## src/rtl/pps_pkg.sv

```systemverilog
`timescale 1ns / 1ps
// ----------------------------------------------------------------------------
// pps_pkg
// shared widths, codes and types of the path point sampler
// ----------------------------------------------------------------------------
package pps_pkg;

  // coordinate and sample parameter formats
  localparam int COORD_BITS  = 24;
  localparam int T_FRAC_BITS = 16;

  // fixed field widths
  localparam int COUNT_BITS     = 12;
  localparam int TOTAL_BITS     = COUNT_BITS + 1;
  localparam int LIMIT_BITS     = 48;
  localparam int KIND_BITS      = 2;
  localparam int CFG_INDEX_BITS = 3;
  localparam int CFG_DATA_BITS  = LIMIT_BITS;

  // distance path
  localparam int MAG_BITS  = COORD_BITS;
  localparam int SQ_BITS   = 2 * MAG_BITS;
  localparam int DIST_BITS = SQ_BITS + 1;
  localparam int CMP_BITS  = (DIST_BITS > LIMIT_BITS) ? DIST_BITS : LIMIT_BITS;

  // t = k / n, 0 .. 2^T_FRAC_BITS inclusive
  localparam int T_BITS     = T_FRAC_BITS + 1;
  localparam int DVD_BITS   = COUNT_BITS + T_BITS;
  localparam int DIV_STEP   = 4;
  localparam int DIV_STAGES = (T_BITS + DIV_STEP - 1) / DIV_STEP;
  localparam logic [T_BITS-1:0] T_ONE = {1'b1, {T_FRAC_BITS{1'b0}}};
  localparam int T_HALF = 1 << (T_FRAC_BITS - 1);

  // lerp product: (b - a) * t
  localparam int PROD_BITS = COORD_BITS + 1 + T_BITS + 1;

  // stream packing
  localparam int IN_FIELD_BITS  = 8 * COORD_BITS + COUNT_BITS;
  localparam int IN_TDATA_BITS  = ((IN_FIELD_BITS + 7) / 8) * 8;
  localparam int IN_TUSER_BITS  = KIND_BITS;
  localparam int OUT_FIELD_BITS = 2 * COORD_BITS + TOTAL_BITS;
  localparam int OUT_TDATA_BITS = ((OUT_FIELD_BITS + 7) / 8) * 8;
  localparam int OUT_TUSER_BITS = 1;

  // register reset values
  localparam logic [LIMIT_BITS-1:0] NEAR_LIMIT_RST = LIMIT_BITS'(6553600);   // 100 m^2
  localparam logic [LIMIT_BITS-1:0] FAR_LIMIT_RST  = LIMIT_BITS'(58982400);  // 900 m^2
  localparam logic [COUNT_BITS-1:0] NEAR_COUNT_RST = COUNT_BITS'(200);
  localparam logic [COUNT_BITS-1:0] MID_COUNT_RST  = COUNT_BITS'(500);
  localparam logic [COUNT_BITS-1:0] FAR_COUNT_RST  = COUNT_BITS'(1000);

  typedef enum logic [KIND_BITS-1:0] {
    KIND_FREE   = 2'd0,
    KIND_LINE   = 2'd1,
    KIND_BEZIER = 2'd2
  } kind_e;

  typedef enum logic [CFG_INDEX_BITS-1:0] {
    CFG_NEAR_LIMIT = 3'd0,
    CFG_FAR_LIMIT  = 3'd1,
    CFG_NEAR_COUNT = 3'd2,
    CFG_MID_COUNT  = 3'd3,
    CFG_FAR_COUNT  = 3'd4
  } cfg_index_e;

  typedef logic signed [COORD_BITS-1:0] coord_t;

  typedef struct packed {
    coord_t sx;
    coord_t sy;
    coord_t fx;
    coord_t fy;
    coord_t c1x;
    coord_t c1y;
    coord_t c2x;
    coord_t c2y;
  } seg_t;

  typedef struct packed {
    logic [LIMIT_BITS-1:0] near_limit;
    logic [LIMIT_BITS-1:0] far_limit;
    logic [COUNT_BITS-1:0] near_count;
    logic [COUNT_BITS-1:0] mid_count;
    logic [COUNT_BITS-1:0] far_count;
  } cfg_t;

  typedef struct packed {
    logic                  line;
    logic                  active;
    logic                  in_range;
    logic                  last;
    logic [TOTAL_BITS-1:0] total;
  } meta_t;

endpackage

```

## src/rtl/pps_count.sv

```systemverilog
`timescale 1ns / 1ps
// ----------------------------------------------------------------------------
// pps_count
// squared segment length, point count selection and divider setup
// ----------------------------------------------------------------------------
module pps_count (
  input  logic                              clk_i,
  input  logic                              rst_ni,
  input  logic                              en_i,
  input  logic                              valid_i,
  input  pps_pkg::seg_t                     seg_i,
  input  logic [pps_pkg::KIND_BITS-1:0]     kind_i,
  input  logic [pps_pkg::COUNT_BITS-1:0]    index_i,
  input  pps_pkg::cfg_t                     cfg_i,
  output logic                              valid_o,
  output pps_pkg::seg_t                     seg_o,
  output pps_pkg::meta_t                    meta_o,
  output logic [pps_pkg::COUNT_BITS-1:0]    count_o,
  output logic [pps_pkg::DVD_BITS-1:0]      dividend_o
);
  import pps_pkg::*;

  // stage 1: absolute differences
  logic signed [COORD_BITS:0] dx, dy;
  logic [MAG_BITS-1:0]        magx_d, magy_d, magx_q, magy_q;
  logic                       valid1_q;
  seg_t                       seg1_q;
  logic [KIND_BITS-1:0]       kind1_q;
  logic [COUNT_BITS-1:0]      idx1_q;

  // stage 2: squares
  logic [SQ_BITS-1:0]         sqx_d, sqy_d, sqx_q, sqy_q;
  logic                       valid2_q;
  seg_t                       seg2_q;
  logic [KIND_BITS-1:0]       kind2_q;
  logic [COUNT_BITS-1:0]      idx2_q;

  // stage 3: compare and select
  logic [DIST_BITS-1:0]       len_sq;
  logic                       is_near, is_mid;
  logic [COUNT_BITS-1:0]      n_sel, n_d, n3_q;
  logic                       valid3_q;
  seg_t                       seg3_q;
  logic [KIND_BITS-1:0]       kind3_q;
  logic [COUNT_BITS-1:0]      idx3_q;

  // stage 4: metadata and dividend
  meta_t                      meta_d, meta4_q;
  logic [DVD_BITS-1:0]        dvd_d, dvd4_q;
  logic                       valid4_q;
  seg_t                       seg4_q;
  logic [COUNT_BITS-1:0]      n4_q;

  assign dx     = $signed({seg_i.sx[COORD_BITS-1], seg_i.sx})
                - $signed({seg_i.fx[COORD_BITS-1], seg_i.fx});
  assign dy     = $signed({seg_i.sy[COORD_BITS-1], seg_i.sy})
                - $signed({seg_i.fy[COORD_BITS-1], seg_i.fy});
  assign magx_d = dx[COORD_BITS] ? MAG_BITS'(-dx) : MAG_BITS'(dx);
  assign magy_d = dy[COORD_BITS] ? MAG_BITS'(-dy) : MAG_BITS'(dy);

  assign sqx_d = magx_q * magx_q;
  assign sqy_d = magy_q * magy_q;

  assign len_sq  = DIST_BITS'(sqx_q) + DIST_BITS'(sqy_q);
  assign is_near = CMP_BITS'(len_sq) < CMP_BITS'(cfg_i.near_limit);
  assign is_mid  = CMP_BITS'(len_sq) < CMP_BITS'(cfg_i.far_limit);

  always_comb begin
    if (is_near) begin
      n_sel = cfg_i.near_count;
    end else if (is_mid) begin
      n_sel = cfg_i.mid_count;
    end else begin
      n_sel = cfg_i.far_count;
    end
    // a zero count behaves as one interval
    n_d = (n_sel == '0) ? COUNT_BITS'(1) : n_sel;
  end

  always_comb begin
    meta_d.line     = (kind_e'(kind3_q) == KIND_LINE);
    meta_d.active   = (kind_e'(kind3_q) == KIND_LINE) || (kind_e'(kind3_q) == KIND_BEZIER);
    meta_d.in_range = (idx3_q <= n3_q);
    meta_d.last     = (idx3_q == n3_q);
    meta_d.total    = meta_d.active ? (TOTAL_BITS'(n3_q) + TOTAL_BITS'(1)) : '0;
    // k * 2^F + floor(n / 2), rounds the quotient to nearest
    dvd_d = (DVD_BITS'(idx3_q) << T_FRAC_BITS) + DVD_BITS'(n3_q >> 1);
  end

  always_ff @(posedge clk_i or negedge rst_ni) begin
    if (!rst_ni) begin
      valid1_q <= 1'b0;
      valid2_q <= 1'b0;
      valid3_q <= 1'b0;
      valid4_q <= 1'b0;
    end else if (en_i) begin
      valid1_q <= valid_i;
      valid2_q <= valid1_q;
      valid3_q <= valid2_q;
      valid4_q <= valid3_q;
    end
  end

  always_ff @(posedge clk_i) begin
    if (en_i) begin
      magx_q  <= magx_d;
      magy_q  <= magy_d;
      seg1_q  <= seg_i;
      kind1_q <= kind_i;
      idx1_q  <= index_i;

      sqx_q   <= sqx_d;
      sqy_q   <= sqy_d;
      seg2_q  <= seg1_q;
      kind2_q <= kind1_q;
      idx2_q  <= idx1_q;

      n3_q    <= n_d;
      seg3_q  <= seg2_q;
      kind3_q <= kind2_q;
      idx3_q  <= idx2_q;

      meta4_q <= meta_d;
      dvd4_q  <= dvd_d;
      seg4_q  <= seg3_q;
      n4_q    <= n3_q;
    end
  end

  assign valid_o    = valid4_q;
  assign seg_o      = seg4_q;
  assign meta_o     = meta4_q;
  assign count_o    = n4_q;
  assign dividend_o = dvd4_q;

endmodule

```

## config.mk

```make
export PLATFORM = sky130hd
export DESIGN_NAME = pps_count
export DESIGN_NICKNAME = d
export VERILOG_FILES = /design/src/rtl/pps_pkg.sv /design/src/rtl/pps_count.sv
export SDC_FILE = /design/constraint.sdc
export NUM_CORES = 2
export LEC_CHECK = 0
export CAP_MARGIN = 20
export CORE_UTILIZATION = 35
export CTS_CLUSTER_SIZE = 24
export DETAILED_ROUTE_END_ITERATION = 10
export DONT_BUFFER_PORTS = 1
export SYNTH_ARGS = -nofsm -noshare
export SYNTH_HDL_FRONTEND = slang
export SYNTH_SLANG_ARGS = --single-unit
```

## constraint.sdc

```tcl
create_clock -name clk_i -period 9.4 [get_ports clk_i]
set_clock_uncertainty 0.15 [all_clocks]
set_input_delay 1.41 -clock clk_i [delete_from_list [all_inputs] [get_ports clk_i]]
set_output_delay 1.41 -clock clk_i [all_outputs]
set_load 0.01 [all_outputs]
```

==> qor.txt <==
==================================================================================================
Routed wire length                                                                      163,000 um
Starting density of the core                                                                 0.352
Worst min-delay path category                                                         input pin to async pin
Post-placement setup slack                                                                0.646 ns
Number of buffers created by CTS                                                               107
Main flop type after synthesis                                                            edfxtp_1
Post-layout nets                                                                             7,615
Fraction of synthesized cell area taken by the top area cell type                            0.424
DRC                                                                                              0
Number of instances in the synthesized netlist                                               5,836
Via count of the first global-routing pass                                                  43,431
Fin crit share                                                                               0.934
Ys Warns                                                                                         0
Flip-flop and latch count after synthesis                                                    1,009
Maximum buffer depth of the clock tree                                                           3
Number of enable flip-flop cells after synthesis                                             1,005
X dimension of the die                                                                      453 um
Transition time at the pin with the least slew margin                                      1.24 ns
Critical path startpoint                                                              magx_q[2]$_DFFE_PP_
Required @ worst endpoint                                                                  9.75 ns
Crit-path max FO                                                                                24
Area of the multi-input gates                                                           0.0352 mm2
Routed wire length per instance                                                            18.8 um
# H-tree levels                                                                                  3
Area Growth Syn to Fin                                                                       9.80%
Setup bufs post-CTS                                                                              0
Count of placed standard cells including taps                                                8,431
Final setup violation count                                                                      0
Leading cell types by total area after synthesis                                      edfxtp_1, fa_1, ha_1
Netlist cell types                                                                              89
Antenna violation net count after detailed routing                                               0
Unrepaired setup endpoints after global routing                                                 no
Insertion delay to the later sink of the worst-skew pair                                   0.75 ns
Max-cap violations                                                                               0
Site row count                                                                                 165
Slack of the critical path                                                                0.621 ns
Via density per instance                                                                      4.69
Final cell count without fillers                                                             8,644
Total count of max-transition violations in the final report                                     0
Pre-Repair DR Iteration Count                                                                    6
Tot GR Track Use                                                                             0.160
Time the final worst path needs with I/O delays and setup                                  8.78 ns
Count of input and output buffers                                                                0
Initial antenna violation count                                                                 23
TritonCTS clock tree                                                                         built
Synthesized cell area                                                                   0.0712 mm2
Initial DRC Count                                                                            2,488
Clock root cell                                                                          clkbuf_16
Final count of hold timing violations                                                            0
Synthesized area per cell                                                                 12.2 um2
Startpoint of the worst-slack reg-to-reg timing path                                  magx_q[2]$_DFFE_PP_
Register Area                                                                           0.0303 mm2
Clock transition time at the flip-flop clock pins of the worst setup and hold paths        0.06 ns
Total via count after detailed routing                                                      40,554
Type of origin of the critical path                                                      flip-flop
Core footprint                                                                           0.202 mm2
Number of top-level pins                                                                       593
Total Die Area                                                                           0.205 mm2
Smallest hold slack                                                                       0.195 ns
First-pass GRT wire length                                                              250,000 um
CP arrival                                                                                 9.13 ns
Pin count of the biggest net entering global routing                                           241
Die Height                                                                                  453 um
Sequential fraction of the synthesis area                                                    0.425
Final-layout setup total negative slack                                                       0 ns
WS Path Type                                                                          flip-flop to flip-flop
Critical Path Sink Type                                                                  flip-flop
Maximum clock rate                                                                         114 MHz
Post-synthesis async set-or-reset flop share                                               0.00396
Fraction of final layout cells with drive strength greater than 1                           0.0455
Post-CTS resize count                                                                            0
Hold_buf cts                                                                                     0
Result of the run                                                                        completed
GP Congestion                                                                                0.919
Total congestion overflow after global routing                                                   0
Dpl hpwl                                                                                130,000 um
Number of filler cells placed in the layout                                                 19,070
Slew Limit Headroom                                                                          0.174
Clock sink total                                                                             1,009
Synth area leader                                                                         edfxtp_1
==================================================================================================
## final cells by class
| class | count | area share |
|---|---|---|
| Clock buffer | 119 | 0.0351 |
| Antenna cell | 15 | 0.000480 |
| Inverter | 1391 | 0.0668 |
| Sequential cell | 1009 | 0.387 |
| Clock inverter | 78 | 0.0119 |
| Timing Repair Buffer | 49 | 0.00598 |
| Multi-Input combinational cell | 3311 | 0.450 |
| Tap cell | 2672 | 0.0427 |
## sequential cells by signal (all words and copies together) (netlist names), 2 cells and up
| name | count |
|---|---|
| count_o | 11 |
| dividend_o | 13 |
| idx1_q | 12 |
| idx2_q | 12 |
| idx3_q | 12 |
| kind1_q | 2 |
| kind2_q | 2 |
| kind3_q | 2 |
| magx_q | 24 |
| magy_q | 24 |
| meta_o | 17 |
| n3_q | 12 |
| seg1_q | 192 |
| seg2_q | 192 |
| seg3_q | 192 |
| seg_o | 192 |
| sqx_q | 47 |
| sqy_q | 47 |
## path summary, 6_finish.rpt
check                                       end  slack, ns  depth (start not counted)
setup reg to reg            sqx_q[46]$_DFFE_PP_       0.62                         26
setup / recovery            sqx_q[46]$_DFFE_PP_       0.62                         26
min in group clk_i          seg_o[94]$_DFFE_PP_       0.23                          0
hold reg to reg             seg_o[94]$_DFFE_PP_       0.23                          0
hold / removal             valid1_q$_DFFE_PN0P_       0.19                          0
max in group asynchronous   valid_o$_DFFE_PN0P_       8.84                          0
## Yosys cell counts (4+ instances only)
cell type  number
a2111oi_0       6
a211o_1         5
a211oi_1       12
a21boi_0        4
a21o_1         95
a21oi_1       178
a221o_1         6
a221oi_1        5
a31o_2          4
a31oi_1        18
and2_1        236
and3_1         24
and4_1          8
buf_4          17
clkbuf_1      110
dfrtp_1         4
edfxtp_1     1005
fa_1          845
ha_1          559
inv_1        1391
mux2_2         16
mux2i_1         9
nand2_1       401
nand2b_1       30
nand3_1        39
nand4_1        32
nor2_1        183
nor2b_1        42
nor3_1         37
nor4_1          7
o211ai_1        8
o21a_1         24
o21ai_0       104
o21bai_1       22
o31a_1          5
o31ai_1        10
o41ai_1         4
or2_2          14
or3_1          11
or4_1           6
xnor2_1       162
xor2_1         65
## kinds of logic (layout without fill, tap and decap cells)
logic type	after synthesis	in the layout	synth area share
AO/OA/AOI/OAI	561	561	0.0515
XOR/XNOR	227	227	0.0279
adder cells (fa/ha/maj)	1404	1404	0.336
buffers and inverters	1521	1637	0.0812
flip-flops	1009	1009	0.425
multiplexers	27	27	0.00422
other	1	21	0.0000526
AND/OR/NAND/NOR	1086	1086	0.0744
## cells in the final DEF, fill, tap and decap left out, types with 18 or more instances in the layout
cell type | synthesis | layout
inv_1 | 1391 | 1391
edfxtp_1 | 1005 | 1005
fa_1 | 845 | 845
ha_1 | 559 | 559
nand2_1 | 401 | 401
and2_1 | 236 | 236
nor2_1 | 183 | 183
a21oi_1 | 178 | 178
xnor2_1 | 162 | 162
clkbuf_16 | 0 | 108
o21ai_0 | 104 | 104
a21o_1 | 95 | 95
xor2_1 | 65 | 65
buf_4 | 17 | 44
nor2b_1 | 42 | 42
nand3_1 | 39 | 39
nor3_1 | 37 | 37
nand4_1 | 32 | 32
nand2b_1 | 30 | 30
and3_1 | 24 | 24
o21a_1 | 24 | 24
o21bai_1 | 22 | 22
clkinv_1 | 0 | 21
a31oi_1 | 18 | 18
## worst max-delay path: stages (launching register included)
cell and delay [ns]:
edfxtp_1 1.10, nand2_1 0.28, fa_1 0.60, inv_1 0.06, fa_1 0.53, inv_1 0.06
fa_1 0.44, fa_1 0.55, inv_1 0.05, fa_1 0.49, fa_1 0.50, inv_1 0.05
fa_1 0.52, inv_1 0.05, ha_1 0.35, a21o_1 0.14, a21oi_1 0.06, nor2b_1 0.10
o21ai_0 0.10, o21a_1 0.15, o311ai_0 0.93, nand3_1 0.26, a31oi_1 0.44, a31oi_1 0.19
o21bai_1 0.17, a21oi_1 0.10, xnor2_1 0.12
## metrics by stage
step / util / instance area, um2
2_1_floorplan: - / 71300
3_3_place_gp: 0.368 / 74500
3_5_place_dp: 0.369 / 74500
4_1_cts: 0.387 / 78200
5_1_grt: 0.387 / 78200
6_report: 0.387 / 78200
## layer usage
metal / wire length [um] / up-vias / GRT usage
met4: 8900 / 6 / 0.0917
li1: - / 18857 / -
met5: 39 / - / 0
met1: 64200 / 20460 / 0.190
met2: 82200 / 963 / 0.276
met3: 7330 / 268 / 0.0223
Power is not shown: default switching activity piles up to over one toggle a cycle in this logic, so the estimate is an artifact.
