`src/rtl/pps_pkg.sv`:
```
`timescale 1ns / 1ps
// ----------------------------------------------------------------------------
// pps_pkg
// shared widths, codes and types of the path point sampler
// ----------------------------------------------------------------------------
package pps_pkg;

  // coordinate and sample parameter formats
  localparam int COORD_BITS  = 24;
  localparam int T_FRAC_BITS = 16;

  // fixed field widths
  localparam int COUNT_BITS     = 12;
  localparam int TOTAL_BITS     = COUNT_BITS + 1;
  localparam int LIMIT_BITS     = 48;
  localparam int KIND_BITS      = 2;
  localparam int CFG_INDEX_BITS = 3;
  localparam int CFG_DATA_BITS  = LIMIT_BITS;

  // distance path
  localparam int MAG_BITS  = COORD_BITS;
  localparam int SQ_BITS   = 2 * MAG_BITS;
  localparam int DIST_BITS = SQ_BITS + 1;
  localparam int CMP_BITS  = (DIST_BITS > LIMIT_BITS) ? DIST_BITS : LIMIT_BITS;

  // t = k / n, 0 .. 2^T_FRAC_BITS inclusive
  localparam int T_BITS     = T_FRAC_BITS + 1;
  localparam int DVD_BITS   = COUNT_BITS + T_BITS;
  localparam int DIV_STEP   = 4;
  localparam int DIV_STAGES = (T_BITS + DIV_STEP - 1) / DIV_STEP;
  localparam logic [T_BITS-1:0] T_ONE = {1'b1, {T_FRAC_BITS{1'b0}}};
  localparam int T_HALF = 1 << (T_FRAC_BITS - 1);

  // lerp product: (b - a) * t
  localparam int PROD_BITS = COORD_BITS + 1 + T_BITS + 1;

  // stream packing
  localparam int IN_FIELD_BITS  = 8 * COORD_BITS + COUNT_BITS;
  localparam int IN_TDATA_BITS  = ((IN_FIELD_BITS + 7) / 8) * 8;
  localparam int IN_TUSER_BITS  = KIND_BITS;
  localparam int OUT_FIELD_BITS = 2 * COORD_BITS + TOTAL_BITS;
  localparam int OUT_TDATA_BITS = ((OUT_FIELD_BITS + 7) / 8) * 8;
  localparam int OUT_TUSER_BITS = 1;

  // register reset values
  localparam logic [LIMIT_BITS-1:0] NEAR_LIMIT_RST = LIMIT_BITS'(6553600);   // 100 m^2
  localparam logic [LIMIT_BITS-1:0] FAR_LIMIT_RST  = LIMIT_BITS'(58982400);  // 900 m^2
  localparam logic [COUNT_BITS-1:0] NEAR_COUNT_RST = COUNT_BITS'(200);
  localparam logic [COUNT_BITS-1:0] MID_COUNT_RST  = COUNT_BITS'(500);
  localparam logic [COUNT_BITS-1:0] FAR_COUNT_RST  = COUNT_BITS'(1000);

  typedef enum logic [KIND_BITS-1:0] {
    KIND_FREE   = 2'd0,
    KIND_LINE   = 2'd1,
    KIND_BEZIER = 2'd2
  } kind_e;

  typedef enum logic [CFG_INDEX_BITS-1:0] {
    CFG_NEAR_LIMIT = 3'd0,
    CFG_FAR_LIMIT  = 3'd1,
    CFG_NEAR_COUNT = 3'd2,
    CFG_MID_COUNT  = 3'd3,
    CFG_FAR_COUNT  = 3'd4
  } cfg_index_e;

  typedef logic signed [COORD_BITS-1:0] coord_t;

  typedef struct packed {
    coord_t sx;
    coord_t sy;
    coord_t fx;
    coord_t fy;
    coord_t c1x;
    coord_t c1y;
    coord_t c2x;
    coord_t c2y;
  } seg_t;

  typedef struct packed {
    logic [LIMIT_BITS-1:0] near_limit;
    logic [LIMIT_BITS-1:0] far_limit;
    logic [COUNT_BITS-1:0] near_count;
    logic [COUNT_BITS-1:0] mid_count;
    logic [COUNT_BITS-1:0] far_count;
  } cfg_t;

  typedef struct packed {
    logic                  line;
    logic                  active;
    logic                  in_range;
    logic                  last;
    logic [TOTAL_BITS-1:0] total;
  } meta_t;

endpackage

```
`src/rtl/pps_div.sv`:
```
`timescale 1ns / 1ps
// ----------------------------------------------------------------------------
// pps_div
// pipelined restoring divider, t = dividend / n, a few quotient bits a stage
// ----------------------------------------------------------------------------
module pps_div (
  input  logic                              clk_i,
  input  logic                              rst_ni,
  input  logic                              en_i,
  input  logic                              valid_i,
  input  pps_pkg::seg_t                     seg_i,
  input  pps_pkg::meta_t                    meta_i,
  input  logic [pps_pkg::COUNT_BITS-1:0]    count_i,
  input  logic [pps_pkg::DVD_BITS-1:0]      dividend_i,
  output logic                              valid_o,
  output pps_pkg::seg_t                     seg_o,
  output pps_pkg::meta_t                    meta_o,
  output logic [pps_pkg::T_BITS-1:0]        t_o
);
  import pps_pkg::*;

  logic                  valid_q [DIV_STAGES];
  seg_t                  seg_q   [DIV_STAGES];
  meta_t                 meta_q  [DIV_STAGES];
  logic [COUNT_BITS-1:0] rem_q   [DIV_STAGES];
  logic [COUNT_BITS-1:0] cnt_q   [DIV_STAGES];
  logic [T_BITS-1:0]     low_q   [DIV_STAGES];
  logic [T_BITS-1:0]     quo_q   [DIV_STAGES];

  for (genvar s = 0; s < DIV_STAGES; s++) begin : g_stage
    logic                  valid_in;
    seg_t                  seg_in;
    meta_t                 meta_in;
    logic [COUNT_BITS-1:0] rem_in, cnt_in, rem_d;
    logic [T_BITS-1:0]     low_in, quo_in, low_d, quo_d;

    if (s == 0) begin : g_first
      // the top bits of the dividend start as the partial remainder
      assign valid_in = valid_i;
      assign seg_in   = seg_i;
      assign meta_in  = meta_i;
      assign rem_in   = dividend_i[T_BITS +: COUNT_BITS];
      assign cnt_in   = count_i;
      assign low_in   = dividend_i[T_BITS-1:0];
      assign quo_in   = '0;
    end else begin : g_next
      assign valid_in = valid_q[s-1];
      assign seg_in   = seg_q[s-1];
      assign meta_in  = meta_q[s-1];
      assign rem_in   = rem_q[s-1];
      assign cnt_in   = cnt_q[s-1];
      assign low_in   = low_q[s-1];
      assign quo_in   = quo_q[s-1];
    end

    always_comb begin
      logic [COUNT_BITS:0] trial;
      logic                qbit;
      rem_d = rem_in;
      low_d = low_in;
      quo_d = quo_in;
      trial = '0;
      qbit  = 1'b0;
      for (int j = 0; j < DIV_STEP; j++) begin
        if (s * DIV_STEP + j < T_BITS) begin
          trial = {rem_d, low_d[T_BITS-1]};
          qbit  = (trial >= {1'b0, cnt_in});
          rem_d = qbit ? COUNT_BITS'(trial - {1'b0, cnt_in}) : trial[COUNT_BITS-1:0];
          low_d = {low_d[T_BITS-2:0], 1'b0};
          quo_d = {quo_d[T_BITS-2:0], qbit};
        end
      end
    end

    always_ff @(posedge clk_i or negedge rst_ni) begin
      if (!rst_ni) begin
        valid_q[s] <= 1'b0;
      end else if (en_i) begin
        valid_q[s] <= valid_in;
      end
    end

    always_ff @(posedge clk_i) begin
      if (en_i) begin
        seg_q[s]  <= seg_in;
        meta_q[s] <= meta_in;
        rem_q[s]  <= rem_d;
        cnt_q[s]  <= cnt_in;
        low_q[s]  <= low_d;
        quo_q[s]  <= quo_d;
      end
    end
  end

  assign valid_o = valid_q[DIV_STAGES-1];
  assign seg_o   = seg_q[DIV_STAGES-1];
  assign meta_o  = meta_q[DIV_STAGES-1];
  assign t_o     = quo_q[DIV_STAGES-1];

  // an index within the path never gives t above one
  assert property (@(posedge clk_i) disable iff (!rst_ni)
    valid_o && meta_o.in_range |-> t_o <= T_ONE)
    else $error("pps_div: t above one for an index within the path");

  // the final point sits exactly at t = 1
  assert property (@(posedge clk_i) disable iff (!rst_ni)
    valid_o && meta_o.last |-> t_o == T_ONE)
    else $error("pps_div: last point not at t = 1");

endmodule

```
`config.mk`:
```
export PLATFORM = sky130hd
export DESIGN_NAME = pps_div
export DESIGN_NICKNAME = d
export VERILOG_FILES = /design/src/rtl/pps_pkg.sv /design/src/rtl/pps_div.sv
export SDC_FILE = /design/constraint.sdc
export NUM_CORES = 1
export LEC_CHECK = 0
export BUFFER_PORTS_ARGS = -buffer_cell sky130_fd_sc_hd__buf_2
export CORE_MARGIN = 5
export CORE_UTILIZATION = 55
export CTS_BUF_LIST = sky130_fd_sc_hd__clkbuf_8 sky130_fd_sc_hd__clkbuf_16
export CTS_CLUSTER_SIZE = 10
export DETAILED_ROUTE_END_ITERATION = 8
export PLACE_DENSITY = 0.87
export SLEW_MARGIN = 30
export SYNTH_ARGS = -nofsm -noshare
export SYNTH_HDL_FRONTEND = slang
export SYNTH_SLANG_ARGS = --single-unit
```
`constraint.sdc`:
```
create_clock -name clk_i -period 26.2 [get_ports clk_i]
set_input_delay 2.62 -clock clk_i [delete_from_list [all_inputs] [get_ports clk_i]]
set_output_delay 2.62 -clock clk_i [all_outputs]
set_load 0.02 [all_outputs]
```
==> results by group, run 1 <==
Run status
  • Status: complete, no violations

Detailed routing
  • DR DRC count: 0
  • Wire per inst: 20.6 um
  • Vias per cell: 5.40
  • Iteration-0 DRC Markers: 1,850
  • Via count: 24,500
  • DRT antenna net count: 0
  • Final wirelength: 93.4 mm
  • DRT Pass-1 Iters: 5

Min path
  • Hold Path Cell Cnt: 0
  • HP Class: reg2reg

Flow run
  • Max-cap violations: 0

Synthesis
  • Async SR Flop Fraction: 0.00406
  • Yosys reg bits: 1,231
  • Synth area leaders: edfxtp_1 (77%), ha_1 (5.3%), mux2_2 (2.4%), xnor2_1 (1.5%), a21oi_1 (1.2%)
  • Seq/Total Area, Yosys: 0.772
  • Cells after synthesis: 2,708
  • Mux cell area share after synthesis: 0.0303
  • Top-area cell type share of the netlist area: 0.769
  • Combinational family with the most area after synthesis: adder cells
  • Post-synth EDFFs: 1,226
  • Synth warn: 0
  • Synth Area in Simple Gates: 0.0413
  • Complex-gate fraction of the synthesized area: 0.0598
  • Mean Syn Cell Area: 17.7 sq um
  • Post-Synth XOR/XNOR Area: 0.0229
  • Post-Syn Nets: 3,182
  • Leading area contributor after synthesis: edfxtp_1
  • Adder-Cell Fraction of Synth Area: 0.0600
  • Synth Flop Type: edfxtp_1
  • Mapped Area: 47,900 sq um
  • Netlist cell types: 87

Clock tree
  • Post-CTS setup buffers: 0
  • H-tree depth: 4
  • Clk buf depth: 3
  • Root Driver: clkbuf_16
  • CTS Buf Count: 143
  • Post-CTS sizing: 0
  • CTS clk-pin slew, worst paths: 0.05 ns
  • Cts hold-fix bufs: 0
  • TritonCTS clock tree: yes
  • Skew-Pair Late Insertion Delay: 0.72 ns
  • Clk sinks: 1,231

Timing
  • Final hold slack: 0.409 ns
  • Clk_skew: 0.0214 ns
  • F_max: 80.8 MHz
  • Setup TNS Final: 0 ns
  • Max Slew Vio Count: 0
  • Tmin final: 12.37 ns
  • Final period util: 0.472
  • Slew headroom: 0.342
  • Endpoints failing setup: 0
  • Worst-Margin Slew: 0.988 ns
  • RSZ-0062 raised after global routing: no
  • Hold Violations, Final: 0

Placement
  • Port bufs: 480
  • Placed cell area: 51,800 sq um
  • Cells after DPL: 4,339
  • RD Place Congestion: 0.850
  • Post-DP HPWL: 62.6 mm

Layout
  • Layout cells sized above 1: 0.238
  • Filler cells: 5,840
  • P&R area growth vs syn: 16.5%
  • Post-route cell area: 55,800 sq um
  • Nets: 3,804
  • Non-filler cells, final: 4,531

Critical path
  • CP Class: in2reg
  • WP data arrival: 12.83 ns
  • CP required: 26.66 ns
  • Worst setup SP type: input port
  • Buf/Inv on CP: 5
  • CP max FO: 19
  • CP peak stage delay: 0.65 ns
  • Crit path depth: 41
  • Crit-path leading delay family: compound AO/OA/AOI/OAI gates
  • CP max-delay cell: o31ai_4
  • Reg2reg path depth: 40
  • Setup crit end kind: flop

Global routing
  • Initial antenna violation count: 11
  • Gr ovfl total: 0
  • Via count of the first global-routing pass: 24,800
  • Largest net degree at the start of global routing: 201
  • GRT Overall Usage: 0.197
  • First-pass GRT wire length: 142 mm

Die
  • Die area: 93,000 sq um
  • Die height: 305 um
  • Die W: 305 um
  • # IOs: 481
  • Total core area: 86,600 sq um
  • Row cnt: 108
  • Starting density of the core: 0.553
-- flip-flops by register name, summed over array words and instances, names as in the netlist --
name and cells:
seg_q 960, meta_q 85, quo_q 57, cnt_q 48, rem_q 48, low_q 28, g_stage.valid_in 4, valid_o 1
-- cell families (layout without fill, tap and decap cells) --
group / Yosys count / count (layout)
flops: 1231 / 1231
compound gates: 429 / 429
simple gates: 407 / 407
fa+ha+maj: 220 / 220
buf+inv: 167 / 825
mux: 129 / 129
xor+xnor: 125 / 125
other cells: 0 / 10
-- layout by cell type (no fill, tap or decap), types with 6 or more instances in the layout --
master	Yosys	layout
edfxtp_1	1226	1226
xnor2_1	83	83
nor4_1	7	7
nand4_1	24	24
a21boi_0	11	11
clkbuf_16	0	146
mux2_2	102	102
buf_2	7	479
ha_1	204	204
inv_1	145	161
nor3_1	38	38
nand2b_1	20	20
nor2_1	112	112
a21o_1	47	47
buf_4	2	13
o21ai_0	85	85
nand3_1	34	34
a21oi_1	112	112
o22ai_1	6	6
diode_2	0	10
or2_2	7	7
mux2_4	6	6
nand2_1	98	98
o211ai_1	7	7
a211oi_1	16	16
fa_1	16	16
a31oi_1	15	15
o21bai_1	16	16
o21a_1	39	39
mux2i_1	18	18
and3_1	7	7
o31ai_1	11	11
nor2b_1	28	28
xor2_1	42	42
-- cell type report --
type	count	area, sq um	share of cell area
Antenna cell	10	25.0	0.000449
Clock buffer	148	3680	0.0660
Clock inverter	33	260	0.00467
Inverter	147	552	0.00989
Multi-Input combinational cell	1310	10300	0.184
Sequential cell	1231	36900	0.662
Tap cell	1155	1450	0.0259
Timing Repair Buffer	497	2610	0.0467
-- synthesized netlist by cell type, types with 5 or more instances --
master,instances
nand4_1,24
mux2_2,102
nor2_1,112
o21bai_1,16
edfxtp_1,1226
nor3_1,38
a211oi_1,16
a31oi_1,15
and3_1,7
a21oi_1,112
a21o_1,47
a211o_1,5
inv_1,145
xor2_1,42
nand2b_1,20
a21boi_0,11
nand2_1,98
nor2b_1,28
o211ai_1,7
nor4_1,7
o31ai_1,11
ha_1,204
o21ai_0,85
or2_2,7
o22ai_1,6
o311ai_0,5
xnor2_1,83
clkbuf_1,5
o21a_1,39
or3_1,5
buf_2,7
fa_1,16
mux2i_1,18
dfrtp_1,5
nand3_1,34
mux2_4,6
-- per-layer routing --
layer	global-route usage	wire length [um]	vias up
met5	0	18	-
met4	0.0716	2680	2
met3	0.0383	4440	160
met2	0.361	51000	636
met1	0.232	35300	12000
li1	-	-	11700
-- worst paths after layout --
path                                          from                         endpoint  slack (ns)
setup / recovery                        count_i[1]            rem_q[0][3]$_DFFE_PP_       13.83
hold / removal             seg_q[0][716]$_DFFE_PP_          seg_q[0][908]$_DFFE_PP_        0.41
setup reg to reg            cnt_q[0][25]$_DFFE_PP_           rem_q[0][46]$_DFFE_PP_       14.78
hold reg to reg            seg_q[0][716]$_DFFE_PP_          seg_q[0][908]$_DFFE_PP_        0.41
max in group asynchronous                   rst_ni  g_stage[2].valid_in$_DFFE_PN0P_       24.31
min in group asynchronous                   rst_ni              valid_o$_DFFE_PN0P_        1.73
-- metrics by stage --
| stage | worst slack (ns) | utilization |
|---|---|---|
| floorplan | 14.92 | - |
| global placement | 13.42 | 0.597 |
| detailed placement | 13.21 | 0.598 |
| CTS | 13.94 | 0.643 |
| global route | 13.10 | 0.644 |
| finish | 13.83 | 0.644 |
Power of run 1 is not shown: default switching activity piles up to over one toggle a cycle in this logic, so the estimate is an artifact.
==> run 2: changes to the inputs <==
CORE_UTILIZATION = 53   (was 55)
PLACE_DENSITY = 0.88   (was 0.87)
clock period = 10.3 ns   (was 26.2 ns; I/O delays follow)
==> run 2 against run 1 <==
  * Non-clock buffer count is 21 higher
  * Cell count is 0.99% higher
  * Clock skew is 0.036 ns higher
  * Sequential share of layout area is 0.38 points lower
  * Wire length is 1.1% higher
  * Highest routed layer unchanged
==> results by group, run 2 (same netlist as run 1, synthesis figures left out) <==
Clock tree
  • Root Driver: clkbuf_16
  • Clk sinks: 1,231
  • Clk buf depth: 3
  • CTS Buf Count: 144
  • Cts hold-fix bufs: 0
  • H-tree depth: 4
  • TritonCTS clock tree: yes
  • Skew-Pair Late Insertion Delay: 0.73 ns
  • CTS clk-pin slew, worst paths: 0.06 ns

Global routing
  • GRT Overall Usage: 0.194
  • Largest net degree at the start of global routing: 205
  • Initial antenna violation count: 9
  • Gr ovfl total: 0
  • Grt met2 use: 0.360
  • M3 GR Usage: 0.0385
  • GR Util met1: 0.228
  • First-pass GRT wire length: 145 mm
  • Via count of the first global-routing pass: 25,100
  • Gr busiest metal: met2

Timing
  • Endpoints failing setup: 0
  • Slew headroom: 0.303
  • F_max: 104 MHz
  • Final period util: 0.936
  • Final setup margin: 0.658 ns
  • Clk_skew: 0.0571 ns
  • Final hold slack: 0.132 ns
  • Hold Violations, Final: 0
  • Worst-Margin Slew: 1.05 ns
  • Max Slew Vio Count: 0
  • Tmin final: 9.64 ns

Die
  • Starting density of the core: 0.533
  • Die area: 96,400 sq um
  • # IOs: 481
  • Die height: 311 um
  • Die W: 311 um
  • Row cnt: 110
  • Total core area: 89,900 sq um

Layout
  • Max reg flops: 960
  • Nets: 3,826
  • Biggest register: seg_q
  • Top Registers: seg_q: 960 flops, meta_q: 85 flops, quo_q: 57 flops
  • Layout cells sized above 1: 0.245
  • P&R area growth vs syn: 17.2%
  • Filler cells: 6,310
  • Most frequent cells in the layout: edfxtp_1 (1,226), buf_2 (479), ha_1 (204), inv_1 (161), clkbuf_16 (146)
  • Post-route cell area: 56,100 sq um
  • Most common cell after layout, fill and taps aside: edfxtp_1
  • FF+latch area: 36,900 sq um
  • Multi-input gate area: 10,300 sq um
  • Fin util: 0.624

Placement
  • Post-DP HPWL: 64.3 mm
  • RD Place Congestion: 0.899
  • DP Worst Slack: 0.212 ns
  • Port bufs: 480
  • Placed cell area: 52,000 sq um

Run status
  • Status: complete, no violations

Critical path
  • CP max-delay cell: edfxtp_1
  • Crit-path most repeated cell: ha_1
  • Worst setup SP type: flop
  • CP required: 10.75 ns
  • Buf/Inv on CP: 4
  • CP max FO: 15
  • WP data arrival: 10.09 ns
  • CP peak stage delay: 0.48 ns
  • CP Class: reg2reg
  • Crit path from: cnt_q[0][25]$_DFFE_PP_
  • Crit-path leading delay family: compound AO/OA/AOI/OAI gates
  • R2r startpoint: cnt_q[0][25]$_DFFE_PP_
  • Setup crit end kind: flop

Detailed routing
  • Via count: 24,400
  • DRT antenna net count: 0
  • DR DRC count: 0
  • Vias per cell: 5.34
  • Final wirelength: 94.5 mm
  • Iteration-0 DRC Markers: 1,761
  • Wire per inst: 20.7 um
  • DRT Pass-1 Iters: 8

Flow run
  • Max-cap violations: 0

Min path
  • HP Class: in2async
==> run 2: layout make-up <==
| type | count | share of cell area |
|---|---|---|
| repair buffers | 518 | 0.0495 |
| clock buffers | 146 | 0.0651 |
| well taps | 1176 | 0.0262 |
| diodes | 6 | 0.000268 |
| flip-flops and latches | 1231 | 0.659 |
| multi-input cells | 1310 | 0.183 |
| clock inverters | 42 | 0.00703 |
| inverters | 147 | 0.00984 |
==> run 2: final timing paths <==
check                                                       end  depth (start not counted)  slack, ns
worst max-delay path                     rem_q[0][46]$_DFFE_PP_                         38       0.66
worst min-delay path            g_stage[2].valid_in$_DFFE_PN0P_                          1       0.13
worst max register to register           rem_q[0][46]$_DFFE_PP_                         38       0.66
worst min register to register          seg_q[0][327]$_DFFE_PP_                          0       0.39
max in group asynchronous       g_stage[3].valid_in$_DFFE_PN0P_                          1       9.99
min in group clk_i                      seg_q[0][327]$_DFFE_PP_                          0       0.39
==> run 2: metal layers <==
layer  share of wire  wire (um)  up-vias
met2            0.55      51900      613
met4           0.025       2370        4
met5         0.00029         27        -
met1            0.38      36100    11900
li1                -          -    11700
met3           0.044       4150      156
==> run 2: metrics by stage <==
stage	std cells	setup TNS, ns
2_1_floorplan	2708	0
3_3_place_gp	4380	0
3_5_place_dp	4380	0
4_1_cts	4568	0
5_1_grt	4575	-0.0195
6_report	4576	0
==> run 2: worst reg2reg max path, delay by kind of cell (launching register included) <==
family / cells / cell delay (ns)
DFF: 1 / 0.48
muxes: 3 / 0.87
buffers and inverters: 4 / 0.77
and+or+nand+nor: 6 / 1.27
AOI/OAI and AO/OA: 21 / 4.77
adders and majority gates: 4 / 1.21
==> run 2: repair_timing <==
| action | 4_1_cts | 5_1_grt |
|---|---|---|
| setup buffers | 0 | 1 |
| setup endpoints to repair | 0 | 38 |
| endpoints found under the hold margin | 0 | 0 |
| resized for setup | 0 | 10 |
Power of run 2 is left out for the same reason.
